===== config.mk =====
export PLATFORM = sky130hd
export DESIGN_NAME = box_pair_overlap_ratio_top
export DESIGN_NICKNAME = d
export VERILOG_FILES = /design/src/bpor_pkg.sv /design/src/box_pair_overlap_ratio_top.sv /design/src/bpor_front.sv /design/src/bpor_queue.sv /design/src/bpor_back.sv
export SDC_FILE = /design/constraint.sdc
export NUM_CORES = 2
export LEC_CHECK = 0
export BUFFER_PORTS_ARGS = -buffer_cell sky130_fd_sc_hd__buf_2
export CORE_AREA = 2 2 282 284
export CTS_BUF_LIST = sky130_fd_sc_hd__clkbuf_8
export DETAILED_ROUTE_END_ITERATION = 6
export DIE_AREA = 0 0 284 286
export PLACE_DENSITY = 0.71
export SLEW_MARGIN = 20
export SYNTH_ARGS = -nofsm -noshare
export SYNTH_HDL_FRONTEND = slang
export SYNTH_HIERARCHICAL = 1
export SYNTH_SLANG_ARGS = --single-unit

===== constraint.sdc =====
create_clock -name clock -period 21.9 [get_ports clock]
set_input_delay 4.38 -clock clock [delete_from_list [all_inputs] [get_ports clock]]
set_output_delay 4.38 -clock clock [all_outputs]
set_load 0.02 [all_outputs]

===== src/bpor_pkg.sv =====
package bpor_pkg;

   // integer bits of the ratio result
   localparam int INT_BITS = 3;

   // entries held between the front and the back
   localparam int QUEUE_DEPTH = 2;

   // back-end sequencer states
   typedef enum logic [4:0] {
      ST_IDLE = 5'b00001,
      ST_MUL  = 5'b00010,
      ST_SAT  = 5'b00100,
      ST_DIV  = 5'b01000,
      ST_DONE = 5'b10000
   } back_state_type;

   // steps of the shared multiplier
   typedef enum logic [2:0] {
      MS_OV_XY = 3'd0,
      MS_OV_Z  = 3'd1,
      MS_B1_XY = 3'd2,
      MS_B1_Z  = 3'd3,
      MS_B2_XY = 3'd4,
      MS_B2_Z  = 3'd5
   } mul_step_type;

endpackage


===== src/box_pair_overlap_ratio_top.sv =====
// Box pair overlap ratio. A word with req_second_box low stores its box,
// subject and time interval and gives no result; a word with req_second_box
// high is compared with the stored box and gives one result: pair_matches
// when the subjects differ and the boxes overlap in time and on all three
// axes, and overlap_ratio, twice the overlap volume over the summed volume
// terms, unsigned Q3.FRAC_BITS, saturating, zero when there is no match.
// The front takes a word every cycle while its two-entry queue has room.
// The back handles one compare at a time: a non-matching pair goes straight
// to the result register, a matching pair passes through six steps of one
// shared multiplier, a saturation check and, unless the ratio saturates, a
// restoring divider that yields one quotient bit per cycle.
module box_pair_overlap_ratio_top #(
   parameter int COORD_BITS = 10,
   parameter int FRAC_BITS  = 16
) (
   input  logic                                     clock,
   input  logic                                     reset,
   input  logic                                     req_valid,
   output logic                                     req_ready,
   input  logic                                     req_second_box,
   input  logic [15:0]                              req_subject_id,
   input  logic [COORD_BITS-1:0]                    req_min_x,
   input  logic [COORD_BITS-1:0]                    req_min_y,
   input  logic [COORD_BITS-1:0]                    req_min_z,
   input  logic [COORD_BITS-1:0]                    req_max_x,
   input  logic [COORD_BITS-1:0]                    req_max_y,
   input  logic [COORD_BITS-1:0]                    req_max_z,
   input  logic [15:0]                              req_time_low,
   input  logic [15:0]                              req_time_high,
   output logic                                     rsp_valid,
   input  logic                                     rsp_ready,
   output logic                                     rsp_pair_matches,
   output logic [bpor_pkg::INT_BITS+FRAC_BITS-1:0]  rsp_overlap_ratio
);

   localparam int EW = 9 * COORD_BITS + 4;

   logic          push_valid;
   logic          push_ready;
   logic [EW-1:0] push_data;
   logic          pop_valid;
   logic          pop_ready;
   logic [EW-1:0] pop_data;

   // classify and hold boxes
   bpor_front #(
      .COORD_BITS (COORD_BITS)
   ) u_front (
      .clock          (clock),
      .reset          (reset),
      .req_valid      (req_valid),
      .req_ready      (req_ready),
      .req_second_box (req_second_box),
      .req_subject_id (req_subject_id),
      .req_min_x      (req_min_x),
      .req_min_y      (req_min_y),
      .req_min_z      (req_min_z),
      .req_max_x      (req_max_x),
      .req_max_y      (req_max_y),
      .req_max_z      (req_max_z),
      .req_time_low   (req_time_low),
      .req_time_high  (req_time_high),
      .push_valid     (push_valid),
      .push_ready     (push_ready),
      .push_data      (push_data)
   );

   // compare words waiting for the back
   bpor_queue #(
      .WIDTH (EW),
      .DEPTH (bpor_pkg::QUEUE_DEPTH)
   ) u_queue (
      .clock      (clock),
      .reset      (reset),
      .push_valid (push_valid),
      .push_ready (push_ready),
      .push_data  (push_data),
      .pop_valid  (pop_valid),
      .pop_ready  (pop_ready),
      .pop_data   (pop_data)
   );

   // volumes, ratio and result register
   bpor_back #(
      .COORD_BITS (COORD_BITS),
      .FRAC_BITS  (FRAC_BITS)
   ) u_back (
      .clock             (clock),
      .reset             (reset),
      .pop_valid         (pop_valid),
      .pop_ready         (pop_ready),
      .pop_data          (pop_data),
      .rsp_valid         (rsp_valid),
      .rsp_ready         (rsp_ready),
      .rsp_pair_matches  (rsp_pair_matches),
      .rsp_overlap_ratio (rsp_overlap_ratio)
   );

endmodule


===== src/bpor_front.sv =====
module bpor_front #(
   parameter int COORD_BITS = 10
) (
   input  logic                      clock,
   input  logic                      reset,
   input  logic                      req_valid,
   output logic                      req_ready,
   input  logic                      req_second_box,
   input  logic [15:0]               req_subject_id,
   input  logic [COORD_BITS-1:0]     req_min_x,
   input  logic [COORD_BITS-1:0]     req_min_y,
   input  logic [COORD_BITS-1:0]     req_min_z,
   input  logic [COORD_BITS-1:0]     req_max_x,
   input  logic [COORD_BITS-1:0]     req_max_y,
   input  logic [COORD_BITS-1:0]     req_max_z,
   input  logic [15:0]               req_time_low,
   input  logic [15:0]               req_time_high,
   output logic                      push_valid,
   input  logic                      push_ready,
   output logic [9*COORD_BITS+3:0]   push_data
);

   localparam int OVW = COORD_BITS + 1;

   logic [15:0]           held_subject_ff, held_subject_in;
   logic [COORD_BITS-1:0] held_min_ff [3];
   logic [COORD_BITS-1:0] held_min_in [3];
   logic [COORD_BITS-1:0] held_max_ff [3];
   logic [COORD_BITS-1:0] held_max_in [3];
   logic [15:0]           held_tlo_ff, held_tlo_in;
   logic [15:0]           held_thi_ff, held_thi_in;

   logic [COORD_BITS-1:0] cur_min [3];
   logic [COORD_BITS-1:0] cur_max [3];
   logic [COORD_BITS-1:0] top [3];
   logic [COORD_BITS-1:0] bot [3];
   logic [OVW-1:0]        ov [3];
   logic [COORD_BITS-1:0] d_held [3];
   logic [COORD_BITS-1:0] d_cur [3];
   logic [2:0]            axis_ok;
   logic                  time_ok;
   logic                  match;
   logic                  store;

   assign cur_min[0] = req_min_x;
   assign cur_min[1] = req_min_y;
   assign cur_min[2] = req_min_z;
   assign cur_max[0] = req_max_x;
   assign cur_max[1] = req_max_y;
   assign cur_max[2] = req_max_z;

   // words are taken whenever the queue has room
   assign req_ready  = push_ready;
   assign push_valid = req_valid & req_second_box;
   assign store      = req_valid & req_ready & ~req_second_box;

   // per-axis overlap and box extents
   always_comb begin
      for (int a = 0; a < 3; a++) begin
         top[a]     = (held_max_ff[a] < cur_max[a]) ? held_max_ff[a] : cur_max[a];
         bot[a]     = (held_min_ff[a] > cur_min[a]) ? held_min_ff[a] : cur_min[a];
         axis_ok[a] = (top[a] >= bot[a]);
         ov[a]      = axis_ok[a] ? (OVW'(top[a]) - OVW'(bot[a]) + OVW'(1)) : '0;
         d_held[a]  = held_max_ff[a] - held_min_ff[a];
         d_cur[a]   = cur_max[a] - cur_min[a];
      end
   end

   // subject, time and space tests
   assign time_ok = ~(req_time_low > held_thi_ff) & ~(held_tlo_ff > req_time_high);
   assign match   = (req_subject_id != held_subject_ff) & time_ok & (&axis_ok);

   assign push_data = {match, ov[0], ov[1], ov[2],
                       d_held[0], d_held[1], d_held[2],
                       d_cur[0], d_cur[1], d_cur[2]};

   // held box update on a store word
   always_comb begin
      held_subject_in = held_subject_ff;
      held_tlo_in     = held_tlo_ff;
      held_thi_in     = held_thi_ff;
      held_min_in     = held_min_ff;
      held_max_in     = held_max_ff;
      if (store) begin
         held_subject_in = req_subject_id;
         held_tlo_in     = req_time_low;
         held_thi_in     = req_time_high;
         held_min_in     = cur_min;
         held_max_in     = cur_max;
      end
   end

   always_ff @(posedge clock) begin
      if (reset) begin
         held_subject_ff <= '0;
         held_tlo_ff     <= '0;
         held_thi_ff     <= '0;
         for (int a = 0; a < 3; a++) begin
            held_min_ff[a] <= '0;
            held_max_ff[a] <= '0;
         end
      end else begin
         held_subject_ff <= held_subject_in;
         held_tlo_ff     <= held_tlo_in;
         held_thi_ff     <= held_thi_in;
         held_min_ff     <= held_min_in;
         held_max_ff     <= held_max_in;
      end
   end

endmodule


===== src/bpor_queue.sv =====
module bpor_queue #(
   parameter int WIDTH = 94,
   parameter int DEPTH = 2
) (
   input  logic             clock,
   input  logic             reset,
   input  logic             push_valid,
   output logic             push_ready,
   input  logic [WIDTH-1:0] push_data,
   output logic             pop_valid,
   input  logic             pop_ready,
   output logic [WIDTH-1:0] pop_data
);

   localparam int PTRW = (DEPTH > 1) ? $clog2(DEPTH) : 1;
   localparam int CNTW = $clog2(DEPTH + 1);

   logic [WIDTH-1:0] slot_ff [DEPTH];
   logic [PTRW-1:0]  wr_ptr_ff, wr_ptr_in;
   logic [PTRW-1:0]  rd_ptr_ff, rd_ptr_in;
   logic [CNTW-1:0]  cnt_ff, cnt_in;
   logic             do_push;
   logic             do_pop;

   assign push_ready = (cnt_ff != CNTW'(DEPTH));
   assign pop_valid  = (cnt_ff != '0);
   assign pop_data   = slot_ff[rd_ptr_ff];
   assign do_push    = push_valid & push_ready;
   assign do_pop     = pop_valid & pop_ready;

   // pointer and fill count
   always_comb begin
      wr_ptr_in = wr_ptr_ff;
      rd_ptr_in = rd_ptr_ff;
      cnt_in    = cnt_ff;
      if (do_push) begin
         wr_ptr_in = (wr_ptr_ff == PTRW'(DEPTH - 1)) ? '0 : wr_ptr_ff + PTRW'(1);
      end
      if (do_pop) begin
         rd_ptr_in = (rd_ptr_ff == PTRW'(DEPTH - 1)) ? '0 : rd_ptr_ff + PTRW'(1);
      end
      if (do_push & ~do_pop) begin
         cnt_in = cnt_ff + CNTW'(1);
      end else if (do_pop & ~do_push) begin
         cnt_in = cnt_ff - CNTW'(1);
      end
   end

   always_ff @(posedge clock) begin
      if (reset) begin
         wr_ptr_ff <= '0;
         rd_ptr_ff <= '0;
         cnt_ff    <= '0;
      end else begin
         wr_ptr_ff <= wr_ptr_in;
         rd_ptr_ff <= rd_ptr_in;
         cnt_ff    <= cnt_in;
      end
   end

   // entry storage
   always_ff @(posedge clock) begin
      if (do_push) begin
         slot_ff[wr_ptr_ff] <= push_data;
      end
   end

endmodule


===== src/bpor_back.sv =====
module bpor_back #(
   parameter int COORD_BITS = 10,
   parameter int FRAC_BITS  = 16
) (
   input  logic                                     clock,
   input  logic                                     reset,
   input  logic                                     pop_valid,
   output logic                                     pop_ready,
   input  logic [9*COORD_BITS+3:0]                  pop_data,
   output logic                                     rsp_valid,
   input  logic                                     rsp_ready,
   output logic                                     rsp_pair_matches,
   output logic [bpor_pkg::INT_BITS+FRAC_BITS-1:0]  rsp_overlap_ratio
);

   localparam int OVW  = COORD_BITS + 1;
   localparam int AW   = 2 * COORD_BITS + 2;
   localparam int PW   = 3 * COORD_BITS + 3;
   localparam int DVW  = PW + 3;
   localparam int RW   = PW + 4;
   localparam int QW   = bpor_pkg::INT_BITS + FRAC_BITS;
   localparam int CNTW = $clog2(QW);

   bpor_pkg::back_state_type state_ff, state_in;
   bpor_pkg::mul_step_type   step_ff, step_in;

   logic                  match_ff, match_in;
   logic [OVW-1:0]        ov_ff [3];
   logic [OVW-1:0]        ov_in [3];
   logic [COORD_BITS-1:0] d1_ff [3];
   logic [COORD_BITS-1:0] d1_in [3];
   logic [COORD_BITS-1:0] d2_ff [3];
   logic [COORD_BITS-1:0] d2_in [3];
   logic [PW-1:0]         pa_ff, pa_in;
   logic [PW-1:0]         pb_ff, pb_in;
   logic [PW-1:0]         pc_ff, pc_in;
   logic [RW-1:0]         r_ff, r_in;
   logic [DVW-1:0]        dv_ff, dv_in;
   logic [QW-1:0]         quo_ff, quo_in;
   logic [CNTW-1:0]       cnt_ff, cnt_in;
   logic                  rsp_valid_ff, rsp_valid_in;
   logic                  rsp_match_ff, rsp_match_in;
   logic [QW-1:0]         rsp_ratio_ff, rsp_ratio_in;

   logic                  e_match;
   logic [OVW-1:0]        e_ov [3];
   logic [COORD_BITS-1:0] e_d1 [3];
   logic [COORD_BITS-1:0] e_d2 [3];
   logic [AW-1:0]         mul_a;
   logic [OVW-1:0]        mul_b;
   logic [PW-1:0]         mul_p;
   logic [PW:0]           den;
   logic [RW-1:0]         num_ext;
   logic [RW-1:0]         den8;
   logic                  sat;
   logic                  ge;
   logic [RW-1:0]         r_sel;
   logic                  load_out;

   assign {e_match, e_ov[0], e_ov[1], e_ov[2],
           e_d1[0], e_d1[1], e_d1[2],
           e_d2[0], e_d2[1], e_d2[2]} = pop_data;

   assign pop_ready = (state_ff == bpor_pkg::ST_IDLE);

   // shared multiplier operand select
   always_comb begin
      case (step_ff)
         bpor_pkg::MS_OV_XY: begin
            mul_a = AW'(ov_ff[0]);
            mul_b = ov_ff[1];
         end
         bpor_pkg::MS_OV_Z: begin
            mul_a = pa_ff[AW-1:0];
            mul_b = ov_ff[2];
         end
         bpor_pkg::MS_B1_XY: begin
            mul_a = AW'(d1_ff[0]);
            mul_b = OVW'(d1_ff[1]);
         end
         bpor_pkg::MS_B1_Z: begin
            mul_a = pb_ff[AW-1:0];
            mul_b = OVW'(d1_ff[2]);
         end
         bpor_pkg::MS_B2_XY: begin
            mul_a = AW'(d2_ff[0]);
            mul_b = OVW'(d2_ff[1]);
         end
         bpor_pkg::MS_B2_Z: begin
            mul_a = pc_ff[AW-1:0];
            mul_b = OVW'(d2_ff[2]);
         end
         default: begin
            mul_a = '0;
            mul_b = '0;
         end
      endcase
   end

   assign mul_p = PW'(mul_a) * PW'(mul_b);

   // summed volume terms and the saturation test
   assign den     = {1'b0, pb_ff} + {1'b0, pc_ff} + (PW+1)'(2);
   assign num_ext = RW'({pa_ff, 1'b0});
   assign den8    = {den, 3'b000};
   assign sat     = (num_ext >= den8);

   // restoring divide step against four times the divisor
   assign ge    = (r_ff >= RW'(dv_ff));
   assign r_sel = ge ? (r_ff - RW'(dv_ff)) : r_ff;

   assign load_out = (state_ff == bpor_pkg::ST_DONE) & (~rsp_valid_ff | rsp_ready);

   // sequencer
   always_comb begin
      state_in = state_ff;
      step_in  = step_ff;
      match_in = match_ff;
      ov_in    = ov_ff;
      d1_in    = d1_ff;
      d2_in    = d2_ff;
      pa_in    = pa_ff;
      pb_in    = pb_ff;
      pc_in    = pc_ff;
      r_in     = r_ff;
      dv_in    = dv_ff;
      quo_in   = quo_ff;
      cnt_in   = cnt_ff;
      case (state_ff)
         bpor_pkg::ST_IDLE: begin
            if (pop_valid) begin
               match_in = e_match;
               ov_in    = e_ov;
               d1_in    = e_d1;
               d2_in    = e_d2;
               quo_in   = '0;
               step_in  = bpor_pkg::MS_OV_XY;
               state_in = e_match ? bpor_pkg::ST_MUL : bpor_pkg::ST_DONE;
            end
         end
         bpor_pkg::ST_MUL: begin
            case (step_ff)
               bpor_pkg::MS_OV_XY, bpor_pkg::MS_OV_Z: pa_in = mul_p;
               bpor_pkg::MS_B1_XY, bpor_pkg::MS_B1_Z: pb_in = mul_p;
               default:                               pc_in = mul_p;
            endcase
            if (step_ff == bpor_pkg::MS_B2_Z) begin
               state_in = bpor_pkg::ST_SAT;
            end else begin
               step_in = bpor_pkg::mul_step_type'(step_ff + 3'd1);
            end
         end
         bpor_pkg::ST_SAT: begin
            if (sat) begin
               quo_in   = '1;
               state_in = bpor_pkg::ST_DONE;
            end else begin
               r_in     = num_ext;
               dv_in    = {den, 2'b00};
               cnt_in   = '0;
               state_in = bpor_pkg::ST_DIV;
            end
         end
         bpor_pkg::ST_DIV: begin
            r_in   = {r_sel[RW-2:0], 1'b0};
            quo_in = {quo_ff[QW-2:0], ge};
            if (cnt_ff == CNTW'(QW - 1)) begin
               state_in = bpor_pkg::ST_DONE;
            end else begin
               cnt_in = cnt_ff + CNTW'(1);
            end
         end
         bpor_pkg::ST_DONE: begin
            if (load_out) begin
               state_in = bpor_pkg::ST_IDLE;
            end
         end
         default: begin
            state_in = bpor_pkg::ST_IDLE;
         end
      endcase
   end

   // output register
   always_comb begin
      rsp_valid_in = rsp_valid_ff;
      rsp_match_in = rsp_match_ff;
      rsp_ratio_in = rsp_ratio_ff;
      if (load_out) begin
         rsp_valid_in = 1'b1;
         rsp_match_in = match_ff;
         rsp_ratio_in = quo_ff;
      end else if (rsp_ready) begin
         rsp_valid_in = 1'b0;
      end
   end

   always_ff @(posedge clock) begin
      if (reset) begin
         state_ff     <= bpor_pkg::ST_IDLE;
         step_ff      <= bpor_pkg::MS_OV_XY;
         cnt_ff       <= '0;
         rsp_valid_ff <= 1'b0;
      end else begin
         state_ff     <= state_in;
         step_ff      <= step_in;
         cnt_ff       <= cnt_in;
         rsp_valid_ff <= rsp_valid_in;
      end
   end

   // datapath registers
   always_ff @(posedge clock) begin
      match_ff     <= match_in;
      ov_ff        <= ov_in;
      d1_ff        <= d1_in;
      d2_ff        <= d2_in;
      pa_ff        <= pa_in;
      pb_ff        <= pb_in;
      pc_ff        <= pc_in;
      r_ff         <= r_in;
      dv_ff        <= dv_in;
      quo_ff       <= quo_in;
      rsp_match_ff <= rsp_match_in;
      rsp_ratio_ff <= rsp_ratio_in;
   end

   assign rsp_valid         = rsp_valid_ff;
   assign rsp_pair_matches  = rsp_match_ff;
   assign rsp_overlap_ratio = rsp_ratio_ff;

endmodule


-- Word-level counts from Yosys, hierarchy flattened
Memories as Yosys holds them, arrays and structs flattened. A register that Yosys moved wholly into a read port is not among the register bits.
Index checks and enable logic that the tools add are counted.
W data, S select, Z words.
- bits in registers: 429
- bits in writable memories: 188
- output and inout bits: 22
- logic and storage cells: 172
- memories: 1
- $add $sub $neg: 21
- multiply operators: 1
- $lt $le $gt $ge: 13
- equal/unequal tests: 21
- muxes and demuxes: 40
- bitwise gates (word level): 20
- reduce and logical (&&, ||, !) cells: 21
- memories (name ; words ; width ; rd ports ; clocked after memory_dff ; wr ports ; line ; RTL):
    u_queue.slot_ff ; 2 ; 94 ; 1 ; 1 ; 1 ; bpor_queue.sv:18 ; logic [WIDTH-1:0] slot_ff [DEPTH];
- operators by type and width (operator ; number):
    $pmux W22 S6 ; 1
    $pmux W37 S2 ; 1
    $pmux W11 S6 ; 1
    $mux W10 ; 6
    $sub A10 B10 Y10 ; 6
    $pmux W19 S3 ; 1
    $mux W5 ; 8
    $mux W19 ; 2
    $ge A34 B37 Y1 ; 1
    $ge A37 B36 Y1 ; 1
    $mux W37 ; 1
    $mux W36 ; 1
    $sub A36 B36 Y36 ; 1
    $add A33 B33 Y34 ; 1
    $add A34 B2 Y34 const B ; 1
    $add A11 B1 Y11 const B ; 3
    $mul A22 B11 Y33 ; 1
    $mux W11 ; 3
    $sub A10 B10 Y11 ; 3
    $gt A16 B16 Y1 ; 2
    $ge A10 B10 Y1 ; 3
    $gt A10 B10 Y1 ; 3
    $lt A10 B10 Y1 ; 3
    $pmux W5 S5 ; 1
    32 further kinds ; 82

-- Depth between registers and ports, before layout
- word-level depth: 6
- depth in mapped cells: 31

-- Cells and area by module
Netlist, hierarchy kept.
- by module, submodules not included (module ; instances ; cells each ; area an instance (µm²) ; seq. area each (µm²)):
    bpor_back ; 1 ; 2255 ; 24004.3 ; 9349.0
    bpor_front ; 1 ; 1510 ; 11696.2 ; 2162.1
    bpor_queue ; 1 ; 316 ; 7016.7 ; 5745.5

-- Least setup slack after synthesis
Ideal clock, no wire load.
- path kind: in2reg
- start: in req_min_y[1]
- end: mem u_queue.slot_ff[0][80], data pin
- setup time: 257 ps
- arrival: 7541 ps
- required time: 21643 ps
- path slack: 14102 ps
- stages on the path: 21
- path through: inv_1 ha_1 nor2b_1 o21a_1 o21ai_1 a2111oi_2 o32a_2 buf_6 buf_12 mux2i_1 ha_1 inv_1 ha_1 inv_1 fa_1 nor2b_1 o21ai_0 a21o_1 a21oi_1 xnor2_1 nor2_1
- cells in the longest elaborated chain, start to end: 5
- ends and longest elaborated chain (what ; line ; RTL):
    from (decl) ; box_pair_overlap_ratio_top.sv:23 ; input logic [COORD_BITS-1:0] req_min_y,
    $gt A10 B10 Y1 ; bpor_front.sv:61 ; bot[a] = (held_min_ff[a] > cur_min[a]) ? held_min_ff[a] : cur_min[a];
    $mux W10 * ; bpor_front.sv:61 ;
    $sub A10 B10 Y11 ; bpor_front.sv:63 ; ov[a] = axis_ok[a] ? (OVW'(top[a]) - OVW'(bot[a]) + OVW'(1)) : '0;
    $add A11 B1 Y11 ; bpor_front.sv:63 ;
    $mux W11 * ; bpor_front.sv:63 ;
    named net push_data[80] ; box_pair_overlap_ratio_top.sv:40 ; logic [EW-1:0] push_data;
    to (decl) ; bpor_queue.sv:18 ;
The timed path passes the listed nets; every way through them passes the cells marked *.

-- Worst setup path after layout
- start: reg u_back.step_ff[2]
- end: reg u_back.pb_ff[32], data pin
- cells in the longest elaborated chain, start to end: 3
- ends and longest elaborated chain (what ; line ; RTL):
    from (decl) ; bpor_back.sv:25 ; bpor_pkg::mul_step_type step_ff, step_in;
    from (signal assigned) ; bpor_back.sv:201 ; step_ff <= bpor_pkg::MS_OV_XY;
    from (signal assigned) ; bpor_back.sv:206 ; step_ff <= step_in;
    $eq A3 B3 Y1, or another cell as far along ; bpor_back.sv:68 ; case (step_ff)
    $pmux W22 S6 or $pmux W11 S6 (tied branches) ; bpor_back.sv:68 ;
    $mul A22 B11 Y33 * ; bpor_back.sv:100 ; assign mul_p = PW'(mul_a) * PW'(mul_b);
    named net u_back.mul_p[32] ; bpor_back.sv:51 ; logic [PW-1:0] mul_p;
    to (signal assigned) ; bpor_back.sv:219 ; pb_ff <= pb_in;
    to (decl) ; bpor_back.sv:35 ; logic [PW-1:0] pb_ff, pb_in;
Marked as above.
A chain may end at the register's enable or synchronous reset.

==> flow_results.xml <==
<?xml version="1.0" encoding="UTF-8"?>
<metrics>
  <group name="outcome">
    <metric name="status" unit="">complete, no violations</metric>
  </group>
  <group name="route">
    <metric name="ant_nets" unit="">0</metric>
    <metric name="drt_iter0_drc" unit="">2017</metric>
    <metric name="routed_wirelength" unit="um">97900</metric>
    <metric name="vias" unit="">30100</metric>
    <metric name="wl_per_cell" unit="um">18.2</metric>
    <metric name="post_detailed_route_drc_marker_count" unit="">0</metric>
    <metric name="drt_first_pass_iters" unit="">6</metric>
    <metric name="avgViaCountPerCell" unit="">5.60</metric>
  </group>
  <group name="floorplanning">
    <metric name="ios" unit="">135</metric>
    <metric name="core_area" unit="um^2">78400</metric>
    <metric name="die-width" unit="um">284</metric>
    <metric name="design.die.area" unit="um^2">81200</metric>
    <metric name="std_cell_rows" unit="">103</metric>
    <metric name="die-height" unit="um">286</metric>
    <metric name="floorplan.initialDensity" unit="%">54.5</metric>
  </group>
  <group name="finish">
    <metric name="final_core_utilization" unit="%">59.3</metric>
    <metric name="layout.area.seq" unit="um^2">17300</metric>
    <metric name="nets" unit="">4959</metric>
    <metric name="flow.area_growth_from_synthesis" unit="%">8.84</metric>
    <metric name="multi_input_area" unit="um^2">23100</metric>
    <metric name="final_layout_size_suffix_gt1_share" unit="%">12.6</metric>
    <metric name="post-route-cell-area" unit="um^2">46500</metric>
    <metric name="layout.filler_cells" unit="">6666</metric>
  </group>
  <group name="logic_synthesis">
    <metric name="synth.largest_area_cell" unit="">edfxtp_1</metric>
    <metric name="synth_area_per_cell" unit="um^2">10.5</metric>
    <metric name="synth.top_cells.by_area" unit="">edfxtp_1, ha_1, fa_1</metric>
    <metric name="synth_sequential_area_ratio" unit="%">40.4</metric>
    <metric name="distinct_cells_synth" unit="">103</metric>
    <metric name="syn_area" unit="um^2">42700</metric>
    <metric name="synth.most_common_cell" unit="">nand2_1</metric>
    <metric name="post_synth_edffs" unit="">490</metric>
    <metric name="ys_seq_elements" unit="">617</metric>
    <metric name="synth.top_cells.by_count" unit="">nand2_1, edfxtp_1, inv_1</metric>
    <metric name="synthArstFlopShare" unit="%">0</metric>
    <metric name="synthesis.yosys.warnings" unit="">6</metric>
    <metric name="synthesis.nets" unit="">4811</metric>
    <metric name="synth_instances" unit="">4081</metric>
    <metric name="ys.flop_type" unit="">edfxtp_1</metric>
    <metric name="synth_top_area_share" unit="%">34.4</metric>
  </group>
  <group name="placement">
    <metric name="dpl_cell_area" unit="um^2">44400</metric>
    <metric name="preCtsSetupSlack" unit="ns">13.20</metric>
    <metric name="post-dp-hpwl" unit="um">73900</metric>
    <metric name="port_buffers" unit="">134</metric>
    <metric name="gp_routability_congestion" unit="">0.927</metric>
  </group>
  <group name="critical_path">
    <metric name="r2r_start" unit="">u_back/step_ff[2]$_SDFFE_PP0P_</metric>
    <metric name="cp_num_cells" unit="">26</metric>
    <metric name="worstRegToRegCells" unit="">26</metric>
    <metric name="worst_ep_required_time" unit="ns">22.34</metric>
    <metric name="timing_worst_setup_path_type" unit="">flop to flop</metric>
    <metric name="worst_setup_path_endpoint" unit="">u_back/pb_ff[32]$_DFFE_PP_</metric>
    <metric name="cp_top_family" unit="">adder cells</metric>
    <metric name="startpoint" unit="">u_back/step_ff[2]$_SDFFE_PP0P_</metric>
    <metric name="crit_path_max_fo" unit="">45</metric>
    <metric name="worst_path_most_repeated_cell" unit="">fa_1</metric>
    <metric name="cp.buffers_inverters" unit="">6</metric>
    <metric name="cpMaxStageDelayCell" unit="">nand2_1</metric>
    <metric name="timing.reg2reg.setup_slack" unit="ns">13.21</metric>
    <metric name="arrival" unit="ns">9.12</metric>
    <metric name="endpoint_kind" unit="">flop</metric>
    <metric name="worst_path_largest_cell_delay" unit="ns">0.63</metric>
    <metric name="critPathLaunchType" unit="">flop</metric>
    <metric name="worstReg2RegEnd" unit="">u_back/pb_ff[32]$_DFFE_PP_</metric>
  </group>
  <group name="timing">
    <metric name="report.final.hold_viol_count" unit="">0</metric>
    <metric name="rsz_0062_raised_after_global_routing" unit="">false</metric>
    <metric name="fmax" unit="MHz">115</metric>
    <metric name="setup_slack" unit="ns">13.21</metric>
    <metric name="worst_slew_margin_rel" unit="%">29.1</metric>
    <metric name="tightestPinTransition" unit="ns">1.05</metric>
    <metric name="tns" unit="ns">0</metric>
    <metric name="timing_max_transition_violations_final" unit="">0</metric>
    <metric name="setup_violations" unit="">0</metric>
    <metric name="clock_skew" unit="ns">0.0586</metric>
    <metric name="holdWs" unit="ns">0.439</metric>
    <metric name="post-route-period-util" unit="%">39.7</metric>
    <metric name="layout_min_cycle_time" unit="ns">8.69</metric>
  </group>
  <group name="clock_network">
    <metric name="post_cts.repair.setup_buffers" unit="">0</metric>
    <metric name="cts_repair_resize_count" unit="">0</metric>
    <metric name="cts.root.buffer_cell" unit="">clkbuf_8</metric>
    <metric name="clkTransAtPathRegs" unit="ns">0.06</metric>
    <metric name="worstSkewPairLatency" unit="ns">0.74</metric>
    <metric name="cts_tree" unit="">built</metric>
    <metric name="cts.hold.buffers_added" unit="">0</metric>
    <metric name="numClockSinks" unit="">617</metric>
    <metric name="cts-root-to-sink-buffers" unit="">3</metric>
    <metric name="tritoncts.num_buffers" unit="">103</metric>
    <metric name="cts.htree.levels" unit="">3</metric>
  </group>
  <group name="grt">
    <metric name="vias_in_the_first_global_route" unit="">29900</metric>
    <metric name="grt-ovfl-total" unit="">0</metric>
    <metric name="grt_pass1_wl" unit="um">156000</metric>
    <metric name="grt.total_usage" unit="%">23.9</metric>
    <metric name="pin_count_of_the_biggest_net_entering_global_routing" unit="">84</metric>
    <metric name="grt_antenna_before_repair" unit="">3</metric>
  </group>
  <group name="min_path">
    <metric name="hold_class" unit="">flop to flop</metric>
    <metric name="worst_hold_startpoint" unit="">u_back/quo_ff[18]$_DFFE_PP_</metric>
  </group>
  <group name="power_and_ir_drop">
    <metric name="static-leakage-power" unit="nW">20.3</metric>
    <metric name="ir_drop" unit="mV">0.478</metric>
    <metric name="power.density_cell_area" unit="nW/um^2">171</metric>
  </group>
  <group name="flow_run">
    <metric name="timing.max_cap.violations" unit="">0</metric>
  </group>
</metrics>
==> metrics by stage <==
stage / total power [mW] / cells
after floorplan: 5.75 / 4081
after global placement: 6.79 / 5173
after CTS: 7.99 / 5364
final: 7.95 / 5366
after detailed placement: 6.90 / 5173
after global routing: 8.63 / 5366
==> registers in the layout, indices dropped and copies added (netlist names), 2 cells and up, named ones only <==
| name | flops |
|---|---|
| u_back/cnt_ff | 5 |
| u_back/d1_ff | 30 |
| u_back/d2_ff | 30 |
| u_back/dv_ff | 34 |
| u_back/ov_ff | 33 |
| u_back/pa_ff | 33 |
| u_back/pb_ff | 33 |
| u_back/pc_ff | 33 |
| u_back/quo_ff | 19 |
| u_back/r_ff | 36 |
| u_back/rsp_overlap_ratio | 19 |
| u_back/state_ff | 5 |
| u_back/step_ff | 3 |
| u_front/held_max_ff | 30 |
| u_front/held_min_ff | 30 |
| u_front/held_subject_ff | 16 |
| u_front/held_thi_ff | 16 |
| u_front/held_tlo_ff | 16 |
| u_queue/cnt_ff | 2 |
| u_queue/slot_ff | 188 |
==> routing by layer <==
layer / part of all wire (%) / vias up / global-route usage [%]
met5: 0.031 / - / 0
met4: 3.7 / 4 / 9.21
met3: 5.6 / 216 / 4.19
met2: 48 / 819 / 40.0
met1: 43 / 14500 / 31.1
li1: - / 14500 / -
==> how the worst min path moves through the flow <==
stage / to / cells after the start
detailed placement: u_back/rsp_overlap_ratio[18]$_DFFE_PP_ / 0
CTS: u_back/rsp_overlap_ratio[18]$_DFFE_PP_ / 0
global route: u_back/rsp_overlap_ratio[13]$_DFFE_PP_ / 0
floorplan: u_back/rsp_overlap_ratio[18]$_DFFE_PP_ / 0
finish: u_back/rsp_overlap_ratio[18]$_DFFE_PP_ / 0
global placement: u_back/rsp_overlap_ratio[18]$_DFFE_PP_ / 0
==> layout by cell type, fill, tap and decap left out, types with 34 or more instances in the layout <==
cell,n
nand2_1,544
inv_1,497
edfxtp_1,490
ha_1,414
a21oi_1,275
nor2_1,240
fa_1,202
buf_2,133
mux2_2,131
o21ai_0,125
dfxtp_1,125
clkbuf_8,104
xnor2_1,85
a21o_1,83
xor2_1,71
mux2i_1,69
nor2b_1,62
nor3_1,50
nand3_1,44
buf_4,34
a22oi_1,34
==> logic make-up after synthesis <==
family	Yosys count	share of synthesized area, %
adders and majority gates	617	21.6
AOI/OAI and AO/OA	770	11.9
xor gates and xnor gates	156	3.20
and+or+nand+nor	1116	11.7
DFF	617	40.4
buffers and inverters	593	5.68
muxes	212	5.47
==> power by group <==
group	internal [mW]	leakage [nW]	switching, mW
Combinational	1.81	13.6	2.92
Sequential	2.09	5.54	0.0964
Clock	0.556	1.18	0.484
==> final cells by class <==
type / count / area share [%]
diodes: 1 / 0.00538
clock buffers: 104 / 3.08
repair buffers: 168 / 2.04
inverters: 468 / 3.78
well taps: 1050 / 2.83
clock inverters: 87 / 1.42
flip-flops and latches: 617 / 37.1
multi-input cells: 2871 / 49.7
==> worst reg2reg max path, cell delays in order, from the launching register on <==
cell      delay (ns)
dfxtp_2         0.45
buf_4           0.56
inv_1           0.21
ha_1            0.25
buf_4           0.27
a222oi_1        0.62
nand2_1         0.63
nand2_1         0.28
fa_1            0.46
fa_1            0.49
fa_1            0.49
inv_1           0.05
fa_1            0.52
inv_1           0.05
fa_1            0.53
inv_1           0.04
ha_1            0.37
o21a_1          0.16
nor2_1          0.04
a31oi_1         0.22
a21oi_1         0.16
o21ai_0         0.54
a21oi_1         0.15
a31o_2          0.28
o2111a_1        0.27
a21oi_1         0.17
xnor2_1         0.13
No activity file was read; power rests on OpenSTA's default activity.
